### src/hdl/greedy_vertex_cover_defines.svh
// Assertion macros shared by the RTL.
`ifndef GREEDY_VERTEX_COVER_DEFINES_SVH
`define GREEDY_VERTEX_COVER_DEFINES_SVH

`ifndef SYNTHESIS

// Property checked at every clock edge outside reset.
`define GVC_ASSERT(lbl, clk, rst_n, prop, msg) \
    lbl: assert property (@(posedge clk) disable iff (!rst_n) (prop)) else $error(msg);

// Condition in one cycle implies a consequence in the next.
`define GVC_ASSERT_NEXT(lbl, clk, rst_n, ante, cons, msg) \
    lbl: assert property (@(posedge clk) disable iff (!rst_n) (ante) |=> (cons)) else $error(msg);

`else

`define GVC_ASSERT(lbl, clk, rst_n, prop, msg)
`define GVC_ASSERT_NEXT(lbl, clk, rst_n, ante, cons, msg)

`endif

`endif

### src/hdl/gvc_pkg.sv
`timescale 1ns / 1ps

package gvc_pkg;

    localparam int MAX_VERTICES    = 1024;
    localparam int HALF_EDGE_SLOTS = 32768;

    localparam int VW  = $clog2(MAX_VERTICES);     // vertex address
    localparam int SW  = $clog2(HALF_EDGE_SLOTS);  // half-edge slot address
    localparam int CW  = SW + 1;                   // half-edge count, degree
    localparam int NW  = 11;                       // vertex_count / cover_size field
    localparam int EW  = 10;                       // endpoint field
    localparam int CTW = (VW + 1 > NW) ? VW + 1 : NW;  // vertex counter
    localparam int CFG_IW = 2;

    localparam logic [CFG_IW-1:0] CFG_VERTEX_COUNT = 2'd0;
    localparam logic [CFG_IW-1:0] CFG_PAIR_MODE    = 2'd1;

    localparam logic [1:0] KIND_CLEAR   = 2'd0;
    localparam logic [1:0] KIND_ADD     = 2'd1;
    localparam logic [1:0] KIND_COMPUTE = 2'd2;

    typedef struct packed {
        logic          valid;
        logic [SW-1:0] slot;
    } t_head;

    typedef struct packed {
        logic          valid;
        logic [SW-1:0] next;
        logic [VW-1:0] far;
    } t_link;

    typedef struct packed {
        logic          marked;
        logic [CW-1:0] deg;
    } t_deg;

    typedef enum logic [4:0] {
        S_RST_CLR, S_IDLE, S_CLR,
        S_ADD_RD_A, S_ADD_WR_A, S_ADD_RD_B, S_ADD_WR_B,
        S_DG_RD, S_DG_HQ, S_DG_WALK, S_DG_LK,
        S_SC_INIT, S_SC_RD, S_SC_CMP, S_SC_END,
        S_TK_HD, S_TK_HQ, S_TK_WALK, S_TK_LK, S_TK_DEC, S_TK_DONE,
        S_PR_RD, S_PR_CHK, S_OUT
    } t_state;

    typedef enum logic [4:0] {
        OP_NOP, OP_LOAD, OP_WIPE_ALL, OP_WIPE_HEAD,
        OP_ADD_RD_A, OP_ADD_WR_A, OP_ADD_RD_B, OP_ADD_WR_B,
        OP_DG_RD, OP_DG_HQ, OP_DG_WALK, OP_DG_LK,
        OP_SC_INIT, OP_SC_RD, OP_SC_CMP, OP_SC_END,
        OP_TK_HD, OP_TK_HQ, OP_TK_LK, OP_TK_DEC,
        OP_PR_RD, OP_PR_CHK
    } t_op;

    typedef struct packed {
        t_op op;
    } t_cmd;

    typedef struct packed {
        logic add_bad;
        logic idx_end;
        logic sweep_last;
        logic ok;
        logic best_zero;
        logic h_marked;
        logic second;
        logic pair;
    } t_sts;

endpackage

### src/hdl/gvc_ctrl.sv
`timescale 1ns / 1ps
`include "greedy_vertex_cover_defines.svh"

module gvc_ctrl (
    input  logic          i_clk,
    input  logic          i_rst_n,
    input  logic          i_start,
    input  logic [1:0]    i_kind,
    input  gvc_pkg::t_sts i_sts,
    output gvc_pkg::t_cmd o_cmd,
    output logic          o_busy,
    output logic          o_done
);
    import gvc_pkg::*;

    t_state r_state, n_state;

    always_ff @(posedge i_clk) begin
        if (!i_rst_n) r_state <= S_RST_CLR;
        else          r_state <= n_state;
    end

    always_comb begin
        n_state = r_state;
        case (r_state)
            S_RST_CLR:  if (i_sts.sweep_last) n_state = S_IDLE;
            S_IDLE: begin
                if (i_start) begin
                    case (i_kind)
                        KIND_CLEAR:   n_state = S_CLR;
                        KIND_ADD:     n_state = S_ADD_RD_A;
                        KIND_COMPUTE: n_state = S_DG_RD;
                        default:      n_state = S_IDLE;
                    endcase
                end
            end
            S_CLR:      if (i_sts.sweep_last) n_state = S_IDLE;
            S_ADD_RD_A: n_state = i_sts.add_bad ? S_IDLE : S_ADD_WR_A;
            S_ADD_WR_A: n_state = S_ADD_RD_B;
            S_ADD_RD_B: n_state = S_ADD_WR_B;
            S_ADD_WR_B: n_state = S_IDLE;
            S_DG_RD:    n_state = i_sts.idx_end ? S_SC_INIT : S_DG_HQ;
            S_DG_HQ:    n_state = S_DG_WALK;
            S_DG_WALK:  n_state = i_sts.ok ? S_DG_LK : S_DG_RD;
            S_DG_LK:    n_state = S_DG_WALK;
            S_SC_INIT:  n_state = S_SC_RD;
            S_SC_RD:    n_state = i_sts.idx_end ? S_SC_END : S_SC_CMP;
            S_SC_CMP:   n_state = S_SC_RD;
            S_SC_END:   n_state = i_sts.best_zero ? S_OUT : S_TK_HD;
            S_TK_HD:    n_state = S_TK_HQ;
            S_TK_HQ:    n_state = S_TK_WALK;
            S_TK_WALK:  n_state = i_sts.ok ? S_TK_LK : S_TK_DONE;
            S_TK_LK:    n_state = S_TK_DEC;
            S_TK_DEC:   n_state = S_TK_WALK;
            S_TK_DONE:  n_state = (i_sts.pair && !i_sts.second) ? S_PR_RD : S_SC_INIT;
            S_PR_RD:    n_state = S_PR_CHK;
            S_PR_CHK:   n_state = i_sts.h_marked ? S_SC_INIT : S_TK_HD;
            S_OUT:      n_state = S_IDLE;
            default:    n_state = S_IDLE;
        endcase
    end

    always_comb begin
        o_cmd.op = OP_NOP;
        case (r_state)
            S_RST_CLR:  o_cmd.op = OP_WIPE_ALL;
            S_IDLE:     o_cmd.op = i_start ? OP_LOAD : OP_NOP;
            S_CLR:      o_cmd.op = OP_WIPE_HEAD;
            S_ADD_RD_A: o_cmd.op = OP_ADD_RD_A;
            S_ADD_WR_A: o_cmd.op = OP_ADD_WR_A;
            S_ADD_RD_B: o_cmd.op = OP_ADD_RD_B;
            S_ADD_WR_B: o_cmd.op = OP_ADD_WR_B;
            S_DG_RD:    o_cmd.op = OP_DG_RD;
            S_DG_HQ:    o_cmd.op = OP_DG_HQ;
            S_DG_WALK:  o_cmd.op = OP_DG_WALK;
            S_DG_LK:    o_cmd.op = OP_DG_LK;
            S_SC_INIT:  o_cmd.op = OP_SC_INIT;
            S_SC_RD:    o_cmd.op = OP_SC_RD;
            S_SC_CMP:   o_cmd.op = OP_SC_CMP;
            S_SC_END:   o_cmd.op = OP_SC_END;
            S_TK_HD:    o_cmd.op = OP_TK_HD;
            S_TK_HQ:    o_cmd.op = OP_TK_HQ;
            S_TK_LK:    o_cmd.op = OP_TK_LK;
            S_TK_DEC:   o_cmd.op = OP_TK_DEC;
            S_PR_RD:    o_cmd.op = OP_PR_RD;
            S_PR_CHK:   o_cmd.op = OP_PR_CHK;
            default:    o_cmd.op = OP_NOP;
        endcase
    end

    assign o_busy = (r_state != S_IDLE);
    assign o_done = (r_state == S_OUT);

    `GVC_ASSERT_NEXT(a_out_one_beat, i_clk, i_rst_n, r_state == S_OUT, r_state == S_IDLE, "result strobe longer than one cycle")
    `GVC_ASSERT_NEXT(a_compute_starts, i_clk, i_rst_n, i_start && !o_busy && i_kind == KIND_COMPUTE, r_state == S_DG_RD, "compute item not started")
    `GVC_ASSERT_NEXT(a_zero_best_ends, i_clk, i_rst_n, r_state == S_SC_END && i_sts.best_zero, o_done, "scan with no candidate did not finish")
    `GVC_ASSERT_NEXT(a_pair_once, i_clk, i_rst_n, r_state == S_TK_DONE && i_sts.second, r_state == S_SC_INIT, "pair partner taken twice")
    `GVC_ASSERT(a_add_bad_no_write, i_clk, i_rst_n, !(r_state == S_ADD_RD_A && i_sts.add_bad) || n_state == S_IDLE, "dropped edge written")

endmodule

### config.mk
export PLATFORM = sky130hd
export DESIGN_NAME = gvc_ctrl
export DESIGN_NICKNAME = d
export VERILOG_FILES = /design/src/hdl/gvc_pkg.sv /design/src/hdl/gvc_ctrl.sv
export VERILOG_INCLUDE_DIRS = /design/src /design/src/hdl
export SDC_FILE = /design/constraint.sdc
export NUM_CORES = 1
export LEC_CHECK = 0
export BUFFER_PORTS_ARGS = -buffer_cell sky130_fd_sc_hd__buf_2
export CORE_ASPECT_RATIO = 1.4
export CORE_MARGIN = 8
export CORE_UTILIZATION = 42
export CTS_CLUSTER_SIZE = 16
export DETAILED_ROUTE_END_ITERATION = 7
export GPL_TIMING_DRIVEN = 0
export SYNTH_ARGS = -nofsm -noshare
export SYNTH_HDL_FRONTEND = slang
export SYNTH_SLANG_ARGS = --single-unit
### constraint.sdc
create_clock -name i_clk -period 2.9 [get_ports i_clk]
set_input_delay 0.58 -clock i_clk [delete_from_list [all_inputs] [get_ports i_clk]]
set_output_delay 0.58 -clock i_clk [all_outputs]
set_load 0.005 [all_outputs]
After elaboration in Yosys (flattened, before gate mapping)
Index checks and enable logic that the tools add are counted.
W data, S select, Z words.
{"block": "word_totals", "regBits": 5, "input_bits": 13, "out_inout_bits": 7, "wordCells": 52}
{"block": "op_classes", "eq_ne": 28, "muxes": 14, "n_reduce_logical": 9}
{"op": "$pmux W5 S21", "n": 1}
{"op": "$pmux W5 S18", "n": 1}
{"op": "$eq A5 B4 Y1 const B", "n": 8}
{"op": "$eq A5 B5 Y1 const B", "n": 8}
{"op": "$eq A5 B3 Y1 const B", "n": 4}
{"op": "$mux W5", "n": 4}
{"op": "$eq A5 B2 Y1 const B", "n": 2}
{"op": "$mux W3", "n": 3}
{"op": "$pmux W3 S3", "n": 1}
{"op": "$reduce_or A2 Y1", "n": 4}
{"op": "$eq A5 B1 Y1 const B", "n": 1}
{"op": "$logic_not A5 Y1", "n": 1}
{"op": "$ne A5 B1 Y1 const B", "n": 1}
{"op": "$mux W2", "n": 2}
{"op": "$mux W4", "n": 1}
{"op": "$eq A2 B1 Y1 const B", "n": 1}
{"op": "$eq A2 B2 Y1 const B", "n": 1}
{"op": "$logic_not A2 Y1", "n": 1}
{"op": "$ne A2 B1 Y1 const B", "n": 1}
{"op": "$ne A2 B2 Y1 const B", "n": 1}
{"op": "$reduce_and A2 Y1", "n": 1}
{"op": "$logic_and A1 B1 Y1", "n": 1}
{"op": "$logic_not A1 Y1", "n": 1}
{"op": "$mux W1", "n": 1}

Longest topological paths before layout
Gate-level depths: netlist of the first run.
{"block": "logic_depth", "ltp_word": 4, "mapped_depth": 6, "depth_no_buf": 4}

Worst setup path before layout of the first run
Ideal clock, no wire load.
{"block": "synth_path", "kind": "input-to-output", "startpoint": "input port i_start", "endpoint": "output port o_cmd[0] (netlist bit)", "arrival_ns": 1.326, "required_ns": 2.320, "path_slack_ns": 0.994, "path_stages": 4, "n_path_buf": 0, "path_cell_list": "or3b_1 > a21oi_1 > a31oi_1 > o31ai_1"}
{"item": "from (decl)", "line_no": "gvc_ctrl.sv:7", "text": "input logic i_start,"}
{"item": "to (decl)", "line_no": "gvc_ctrl.sv:10", "text": "output gvc_pkg::t_cmd o_cmd,"}

==> summary.md, run 1 <==
| Metric | Value |
|---|---|
| Status | finished, final reports clean |
| Via Count | about 1100 |
| Critical R2R Launch | r_state[1] |
| CTS Sinks | 5 |
| CP Data Required Time | roughly 2.3 ns |
| CTS buffer count | 3 |
| Hold buffers post-CTS | 0 |
| Commonest cells post-synth | a21oi_1, buf_2, nor3_1 |
| Sequential fraction of the synthesis area | 11.8% |
| Setup TNS | 0 ns |
| Worst Clk Skew | 0.00324 ns |
| Complex-gate fraction of the synthesized area | roughly 39% |
| FMAX | 418 MHz |
| Most used DFF post-synth | dfxtp_1 |
| Max-Cap Viols | 0 |
| Largest family of logic cells by synthesized area | compound AO/OA/AOI/OAI gates |
| Final Util | 51.7% |
| Routed Antenna Nets | 0 |
| H-tree levels | 1 |
| Synth Area in Simple Gates | 33.5% |
| Total power | around 0.00022 W |
| Top Registers | r_state x5 |
| Post-route DRC | 0 |
| Overflow after GRT | 0 |
| CP Capture Type | output pin |
| Min-Delay Path Class | input port to flop |
| Critical Path Start Type | flop |
| Mux cell area share after synthesis | roughly 2.4% |
| Period utilization | 82.4% |
| Clock slew at reported path FFs | 0.04 ns |
| Final Hold Vio Count | 0 |
| Slack of the worst reg-to-reg path | 1.35 ns |
| Initial antenna violation count | 0 |
| Worst reg2reg path depth | 6 |
| Slew Viols, Final | 0 |
| Largest fanout on the critical path | 10 |
| Critical path origin | r_state[1] |
| Syn Area/Cell | 6.78 sq um |
| Post-Synth Adder-Cell Area | 0% |
| Die Ht | 69.1 um |
| Post_cts resized | 0 |
| Reg2Reg Capture Point | r_state[3] |
| Core Area | 1930 sq um |
| Pin count of the biggest net entering global routing | 11 |
| Unrepaired setup endpoints after global routing | false |
| Biggest register | r_state |
| Syn Inst Count | 125 |
| Max VDD drop | 0.0830 mV |
| Worst slew pin tran | between 0.4 and 0.5 ns |
| Via density | 6.56 |
| Largest register FFs | 5 |
| CTS max path bufs | 2 |
| Diodes inserted | 0 |
| Area grow syn2layout | 17.4% |
| Pwr dens | 218 nW/um^2 |
| Syn Nets | approximately 140 |
| DP Worst Slack | 0.743 ns |
| Top cells by area, synth | dfxtp_1, a21oi_1, buf_2 |
| Layout cells sized above 1 | 26.4% |
| Global-route wire length before repair | 4.55 mm |
| XOR/XNOR share of the synthesized area | under 10% |
| Final setup viols | 0 |
| Most numerous cell in the Yosys netlist | a21oi_1 |
| Crit Path Category | flop to output pin |
| DR iter-0 viols | 63 |
| Worst skew pair latency | around 0.24 ns |
| Post-route setup slack | approximately 0.5 ns |
| Routability cong. | 0.941 |
| Die Wd | between 50 and 60 um |
| Clk Tree Root Cell | clkbuf_4 |
| Initial Utilization | 44.0% |
| Ys async rst share | 0% |
| Die ar. | between 3000 and 4000 sq um |
| LEAKAGE | ~0.37 nW |
| TritonCTS clock tree | built |
| Nets | 162 |
| Num rows | 19 |
| Vias in the first global route | 999 |
| Setup Fix Bufs, Post-CTS | 0 |
| Wire per inst | between 15 and 20 um |
| Critical path data arrival time | around 1.8 ns |
| Cell Area, Synth | 847 sq um |
| Max-Slew Margin vs Limit | just under 70% |
| GR Util All Layers | 15.0% |
| Period minus WS final | about 2.4 ns |
| TritonRoute pass-1 iters | 4 |
| Io pins | 20 |
| Hpwl dp | approximately 2.1 mm |
| Synth area leader | dfxtp_1 |
| Crit path to | o_cmd[1] |
| Synth Warn # | 0 |
| Post-synth EDFFs | 0 |
| Total Wirelength | about 2.8 mm |
| Port Buffers | 19 |
| Netlist cell types | 48 |
| Area share of the largest cell type after synthesis | 11.8% |
| Number of synthesized register bits | 5 |
[worst min path at each step]
stage	start	slack [ns]	cells past startpoint	to
global route	i_rst_n	0.63	2	r_state[3]
finish	i_rst_n	0.64	3	r_state[0]
CTS	i_rst_n	0.63	3	r_state[0]
floorplan	i_rst_n	0.70	2	r_state[0]
global placement	r_state[2]	0.80	5	r_state[1]
detailed placement	r_state[2]	0.78	5	r_state[1]
[cell type report]
class                      count  area, sq um
sequential                     5          100
tap                           21         26.3
fill                         209          931
clock buffer                   4         26.3
buffer                        14         75.1
inverter                       4         15.0
timing repair buffer          19         95.1
multi-input combinational    102          657
[report_power, final]
| group | switching, W | total, W | internal (W) | leakage (nW) |
|---|---|---|---|---|
| Clock | 0.0000281 | 0.0000801 | 0.0000520 | 0.0150 |
| Combinational | 0.0000362 | 0.0000635 | 0.0000273 | 0.319 |
| Sequential | 0.00000278 | 0.0000734 | 0.0000706 | 0.0406 |
| Total | 0.0000671 | 0.000217 | 0.000150 | 0.374 |
[per-stage QoR]
step | instance area [sq um] | hold WS (ns) | std cells
floorplan | 847 | 0.703 | 125
global placement | 968 | 0.803 | 165
detailed placement | 968 | 0.776 | 165
CTS | 995 | 0.627 | 169
global route | 995 | 0.630 | 169
finish | 995 | 0.637 | 169
[cells by family after synthesis]
group           after synthesis
simple gates                 49
compound gates               48
mux                           2
buf+inv                      18
flops                         5
xor+xnor                      3
[metal layers]
metal  GRT usage (%)  vias to the layer above  wire [um]
li1                -                      521          -
met1            18.5                      496       1090
met2            23.4                       81       1340
met3            2.36                       11        300
met4            7.61                        0         64
met5               0                        -          0
[layout by cell type (no fill, tap or decap), drive strengths merged, types with 2 or more instances in the layout]
cell | Yosys | final
buf | 11 | 30
a21oi | 12 | 12
nor3 | 8 | 8
o21ai | 8 | 8
nor2 | 7 | 7
nand2 | 7 | 7
clkbuf | 3 | 7
nand2b | 6 | 6
nor2b | 5 | 5
dfxtp | 5 | 5
a31oi | 4 | 4
inv | 4 | 4
nand3 | 3 | 3
or3b | 3 | 3
o41ai | 3 | 3
xnor2 | 2 | 2
o32ai | 2 | 2
o22ai | 2 | 2
a22o | 2 | 2
a211oi | 2 | 2
or4b | 2 | 2
o211ai | 2 | 2
mux2i | 2 | 2
[worst max-delay path: stages (launching register included)]
cell     delay (ns)
dfxtp_1        0.40
buf_4          0.20
buf_2          0.23
buf_2          0.26
nor2_1         0.09
xnor2_1        0.15
o32ai_1        0.10
buf_2          0.15
(Power assumes the default switching activity.)
==> run 2: changes to the inputs <==
- ABC_AREA: not set -> 1
- CORE_ASPECT_RATIO: 1.4 -> not set
- PLACE_DENSITY: not set -> 0.69
- clock period: 2.9 -> 2.05 ns (I/O delays scaled with it)
==> run 2 against run 1 <==
Compared with the run above:
- global-route usage shrank 0.51 points
- die area shrank 9.5%
- non-clock buffer count shrank 13
- critical endpoint is now o_cmd[0]
- cell count rose by 12%
- sequential power increased by 49%
==> summary.md, run 2 <==
| Metric | Value |
|---|---|
| Most common cell after layout, fill and taps aside | nand2_1 |
| Period utilization | a little over nine tenths |
| GR Util All Layers | 14.5% |
| Hold buffers post-CTS | 0 |
| Largest family of logic cells by synthesized area | simple AND/OR/NAND/NOR gates |
| Cell repeated most along the worst path | nor2_1 |
| Initial antenna violation count | 0 |
| Hpwl dp | 2.02 mm |
| Most used DFF post-synth | dfxtp_1 |
| Post-Synth Adder-Cell Area | 0% |
| Routed Antenna Nets | 0 |
| Cell Area, Synth | 744 sq um |
| Sequential fraction of the synthesis area | 13.4% |
| Clk network pwr share | 30.3% |
| Syn Nets | 163 |
| Routability cong. | approximately 0.96 |
| Clk Tree Root Cell | clkbuf_4 |
| Multi-input gate area | 543 sq um |
| Slack of the worst reg-to-reg path | ~0.47 ns |
| Ys async rst share | 0% |
| CP Data Required Time | approximately 1.6 ns |
| Top Registers | r_state x5 |
| Clock slew at reported path FFs | approximately 0.040 ns |
| Overflow after GRT | 0 |
| Port Buffers | 19 |
| Top cells by area, synth | nand2_1, nor2_1, dfxtp_1 |
| Crit Path Category | flop to output pin |
| Initial Utilization | between 40% and 50% |
| CTS max path bufs | 2 |
| TritonCTS clock tree | built |
| Nets | between 150 and 200 |
| LEAKAGE | 0.540 nW |
| Unrepaired setup endpoints after global routing | false |
| Critical path, cell by cell | buf_4, nor2_1, clkinv_1, nor2_1, a211oi_1, o211ai_1, buf_2 |
| Sw power | 0.000139 W |
| Pin count of the biggest net entering global routing | 9 |
| Pint | 0.000229 W |
| Largest register FFs | 5 |
| CP Capture Type | output pin |
| Commonest cells post-synth | nand2_1, nor2_1, inv_1 |
| Syn Area/Cell | 4.96 sq um |
| Total Wirelength | 2.38 mm |
| Die Wd | 58.1 um |
| Synth area leader | nand2_1 |
| Sequential Area | 100 sq um |
| Setup Fix Bufs, Post-CTS | 0 |
| Die Ht | 58.1 um |
| Area grow syn2layout | 19.2% |
| Max-Slew Margin vs Limit | 79.1% |
| Global-route wire length before repair | 4.00 mm |
| Area share of the largest cell type after synthesis | 21.7% |
| Largest fanout on the critical path | 8 |
| Final Util | 52.5% |
| Mux cell area share after synthesis | 0% |
| Post-synth EDFFs | 0 |
| Post-route DRC | 0 |
| DR iter-0 viols | 47 |
| Core Area | about 1700 sq um |
| Synth Area in Simple Gates | approximately three fifths |
| Via Count | between 1000 and 1500 |
| FMAX | about 520 MHz |
| Via density | 5.31 |
| Pwr dens | 415 nW/um^2 |
| Net Sw Frac | 37.8% |
| Post_cts resized | 0 |
| Slowest library cell on the worst path | nor2_1 |
| CTS Sinks | 5 |
| Biggest register | r_state |
| Crit path largest cell delay | 0.30 ns |
| Status | finished, final reports clean |
| Worst slew pin tran | 0.312 ns |
| Final Hold Vio Count | 0 |
| Final setup viols | 0 |
| Die ar. | 3380 sq um |
| Most numerous cell in the Yosys netlist | nand2_1 |
| Io pins | 20 |
| Slew Viols, Final | 0 |
| Fillcell total | about 190 |
| Netlist cell types | 21 |
| Wire per inst | 12.5 um |
| Seq pwr share | between 20 and 30% |
| Critical path data arrival time | 1.53 ns |
| Combinational Power Share | 40.0% |
| Diodes inserted | 0 |
| Num rows | 15 |
| XOR/XNOR share of the synthesized area | 0% |
| Number of synthesized register bits | 5 |
| Worst Clk Skew | 0.00165 ns |
| H-tree levels | 1 |
| Worst reg2reg path depth | 11 |
| Most frequent cells in the layout | nand2_1, nor2_1, buf_2, inv_1, nand3_1 |
| Worst skew pair latency | 0.24 ns |
| Complex-gate fraction of the synthesized area | 11.6% |
| DP Worst Slack | 0.373 ns |
| TritonRoute pass-1 iters | 4 |
| Post-route setup slack | 0.112 ns |
| Max-Cap Viols | 0 |
| Period minus WS final | 1.94 ns |
| Min-Delay Path Class | input port to flop |
| CTS buffer count | 3 |
| Worst Hold Path Cells | 3 |
| Synth Warn # | 0 |
| Critical Path Start Type | flop |
| Syn Inst Count | 150 |
| Max VDD drop | 0.375 mV |
| Setup TNS | 0 ns |
| Vias in the first global route | 971 |
| Layout cells sized above 1 | 22.0% |
run 2: critical path, delay by kind of cell (launching register included):
kind | cells | cell delay, ns
compound gates | 2 | 0.18
buf+inv | 3 | 0.43
simple gates | 2 | 0.39
flops | 1 | 0.29
run 2: area by class of cell:
class | instances | share of cell area, %
tap | 17 | 2.40
inverter | 25 | 10.6
sequential | 5 | 11.3
multi-input combinational | 119 | 61.2
buffer | 1 | 0.846
clock buffer | 4 | 2.96
timing repair buffer | 19 | 10.7
run 2: worst paths after layout:
path,endpoint,start
max,o_cmd[0],r_state[1]
min,r_state[0],i_rst_n
max reg2reg,r_state[0],r_state[1]
min reg2reg,r_state[1],r_state[1]
run 2: power groups by stage:
stage               registers (W)  logic [W]  clock network, W
floorplan                0.000110  0.0000946                 0
global placement         0.000111   0.000145                 0
detailed placement       0.000111   0.000145                 0
CTS                      0.000110   0.000146          0.000114
global route             0.000110   0.000167          0.000120
finish                   0.000109   0.000147          0.000112
run 2: logic make-up after synthesis:
| group | count (synthesis) |
|---|---|
| AO/OA/AOI/OAI | 14 |
| flip-flops | 5 |
| buffers and inverters | 26 |
| AND/OR/NAND/NOR | 105 |
run 2: per-stage QoR:
stage / hold slack, ns / instance area, sq um / std cells / total power (W)
global route: 0.447 / 887 / 190 / 0.000397
finish: 0.420 / 887 / 190 / 0.000368
global placement: 0.611 / 861 / 186 / 0.000256
floorplan: 0.536 / 744 / 150 / 0.000204
detailed placement: 0.623 / 861 / 186 / 0.000256
CTS: 0.412 / 887 / 190 / 0.000369
run 2: metal layers:
metal  global-route usage [%]  wire [um]  vias to the layer above
met4                     4.90         48                        0
met2                     25.0       1120                       56
met5                        0          0                        -
met3                     2.65        211                        5
met1                     17.3        996                      428
li1                         -          -                      519
==> run 3: changes to the inputs <==
- CELL_PAD_IN_SITES_DETAIL_PLACEMENT: not set -> 1
- CELL_PAD_IN_SITES_GLOBAL_PLACEMENT: not set -> 1
- CORE_ASPECT_RATIO: not set -> 1.4
- CORE_UTILIZATION: 42 -> 29
- PLACE_DENSITY: 0.69 -> not set
- PLACE_DENSITY_LB_ADDON: not set -> 0.1
==> run 3 against run 2 <==
Compared with the run above:
- register-to-register slack hardly changed
- highest routed layer unchanged
- non-clock buffer count stayed put
- critical endpoint unchanged
- global-route usage is 0.91 points lower
- first-iteration DRC count shrank 30%
==> summary.md, run 3 (synthesized netlist as in run 2, its figures left out) <==
| Metric | Value |
|---|---|
| Net Sw Frac | 39.1% |
| Largest fanout on the critical path | 6 |
| Placed cell count | 203 |
| Layout cells sized above 1 | 24.9% |
| Initial Utilization | 30.8% |
| Diodes inserted | 0 |
| Largest register FFs | 5 |
| Most common cell after layout, fill and taps aside | nand2_1 |
| Most frequent cells in the layout | nand2_1, nor2_1, buf_2, inv_1, nand3_1 |
| Worst Clk Skew | between 0.005 and 0.006 ns |
| Hold slack | between 0.4 and 0.5 ns |
| Clk Tree Root Cell | clkbuf_4 |
| DP Worst Slack | 0.266 ns |
| Seq pwr share | 29.2% |
| Die Ht | roughly 76 um |
| Final Hold Vio Count | 0 |
| Critical Path Start Type | flop |
| FMAX | 497 MHz |
| LEAKAGE | between 0.5 and 0.6 nW |
| Overflow after GRT | 0 |
| Num rows | 21 |
| Slew Viols, Final | 0 |
| Final Util | between 30% and 40% |
| Global-route wire length before repair | 4.87 mm |
| Post-route setup slack | 0.0394 ns |
| Period minus WS final | 2.01 ns |
| Wire per inst | 14.1 um |
| Max VDD drop | between 0.3 and 0.4 mV |
| Total Wirelength | 2.92 mm |
| Worst slew pin tran | 0.283 ns |
| Pin count of the biggest net entering global routing | 9 |
| Unrepaired setup endpoints after global routing | true |
| Max-Slew Margin vs Limit | 81.0% |
| Die ar. | between 4000 and 5000 sq um |
| Min-Delay Path Class | input port to flop |
| Crit Path Category | flop to output pin |
| Area grow syn2layout | 24.0% |
| Nets | around 190 |
| Max-Cap Viols | 0 |
| Pwr dens | 413 nW/um^2 |
| TritonRoute pass-1 iters | 4 |
| Biggest register | r_state |
| CP Capture Type | output pin |
| Io pins | 20 |
| CTS Sinks | 5 |
| Clk network pwr share | 30.1% |
| Critical path data arrival time | 1.60 ns |
| Port Buffers | 19 |
| Setup TNS | 0 ns |
| Routed Antenna Nets | 0 |
| Post-route DRC | 0 |
| Combinational Power Share | 40.8% |
| CTS max path bufs | 2 |
| Hpwl dp | 2.55 mm |
| H-tree levels | 1 |
| Final std cells w/o fill | 207 |
| GR Util All Layers | 13.6% |
| Clock slew at reported path FFs | 0.05 ns |
| Top Registers | r_state x5 |
| CTS buffer count | 3 |
| DR iter-0 viols | 33 |
| Vias in the first global route | 1069 |
| Final setup viols | 0 |
| Fillcell total | 382 |
| Routability cong. | 0.881 |
| Initial antenna violation count | 0 |
| Via density | between 5 and 6 |
| TritonCTS clock tree | built |
| Core Area | 2420 sq um |
| Pint | 0.000232 W |
| Period utilization | 98.1% |
| Sw power | roughly 0.00015 W |
| Status | finished, final reports clean |
| Via Count | 1052 |
| Die Wd | 58.8 um |
| CP Data Required Time | roughly 1.6 ns |
| Worst skew pair latency | 0.24 ns |
==> run 3: cell count changes in the layout (fill, tap and decap cells not counted) <==
cell,before,now
dfxtp_2,0,2
nor2_1,34,32
nand2_2,2,3
nor2_2,5,6
dfxtp_1,5,3
nor2_4,0,1
nand2_1,43,42
==> run 3: final timing paths <==
kind / startpoint / depth (start not counted) / to / slack (ns)
max reg2reg: r_state[2] / 8 / r_state[2] / 0.48
min: i_rst_n / 3 / r_state[0] / 0.41
max: r_state[2] / 6 / o_cmd[0] / 0.04
min reg2reg: r_state[1] / 3 / r_state[1] / 0.63
==> run 3: metal layers <==
metal | vias to the layer above | part of all wire, % | track usage [%]
met5 | - | 0 | 0
met4 | 0 | 1.4 | 3.61
met3 | 7 | 4.7 | 3.38
met2 | 31 | 51 | 23.2
met1 | 493 | 42 | 15.8
li1 | 521 | - | -
==> run 3: final cells by class <==
cell class | count | area (sq um) | area share [%]
multi-input combinational | 119 | 556 | 60.2
sequential | 5 | 103 | 11.1
buffer | 1 | 7.51 | 0.813
clock buffer | 4 | 26.3 | 2.85
timing repair buffer | 19 | 95.1 | 10.3
inverter | 25 | 93.8 | 10.2
tap | 34 | 42.5 | 4.61
==> run 3: power by group through the flow <==
stage	clock network (W)	logic (W)	registers, W
2_1_floorplan	0	0.0000946	0.000110
3_3_place_gp	0	0.000145	0.000111
3_5_place_dp	0	0.000150	0.000111
4_1_cts	0.000121	0.000150	0.000110
5_1_grt	0.000128	0.000173	0.000112
6_report	0.000115	0.000155	0.000111
==> run 3: worst max-delay path, cell delays in order, from the launching register on <==
cell,delay (ns)
dfxtp_1,0.45
nor2_2,0.11
nand2_1,0.14
nor2_4,0.07
a211oi_1,0.27
o211ai_1,0.16
buf_2,0.16
==> run 3: timing repair <==
action | 4_1_cts | 5_1_grt
setup buffers | 0 | 0
hold buffers | 0 | 0
resized for setup | 1 | 5
endpoints found under the setup margin | 1 | 2
==> run 3: stage by stage <==
step,total power [W],cell area [sq um]
2_1_floorplan,0.000204,744
3_3_place_gp,0.000256,882
3_5_place_dp,0.000261,882
4_1_cts,0.000381,910
5_1_grt,0.000412,923
6_report,0.000381,923
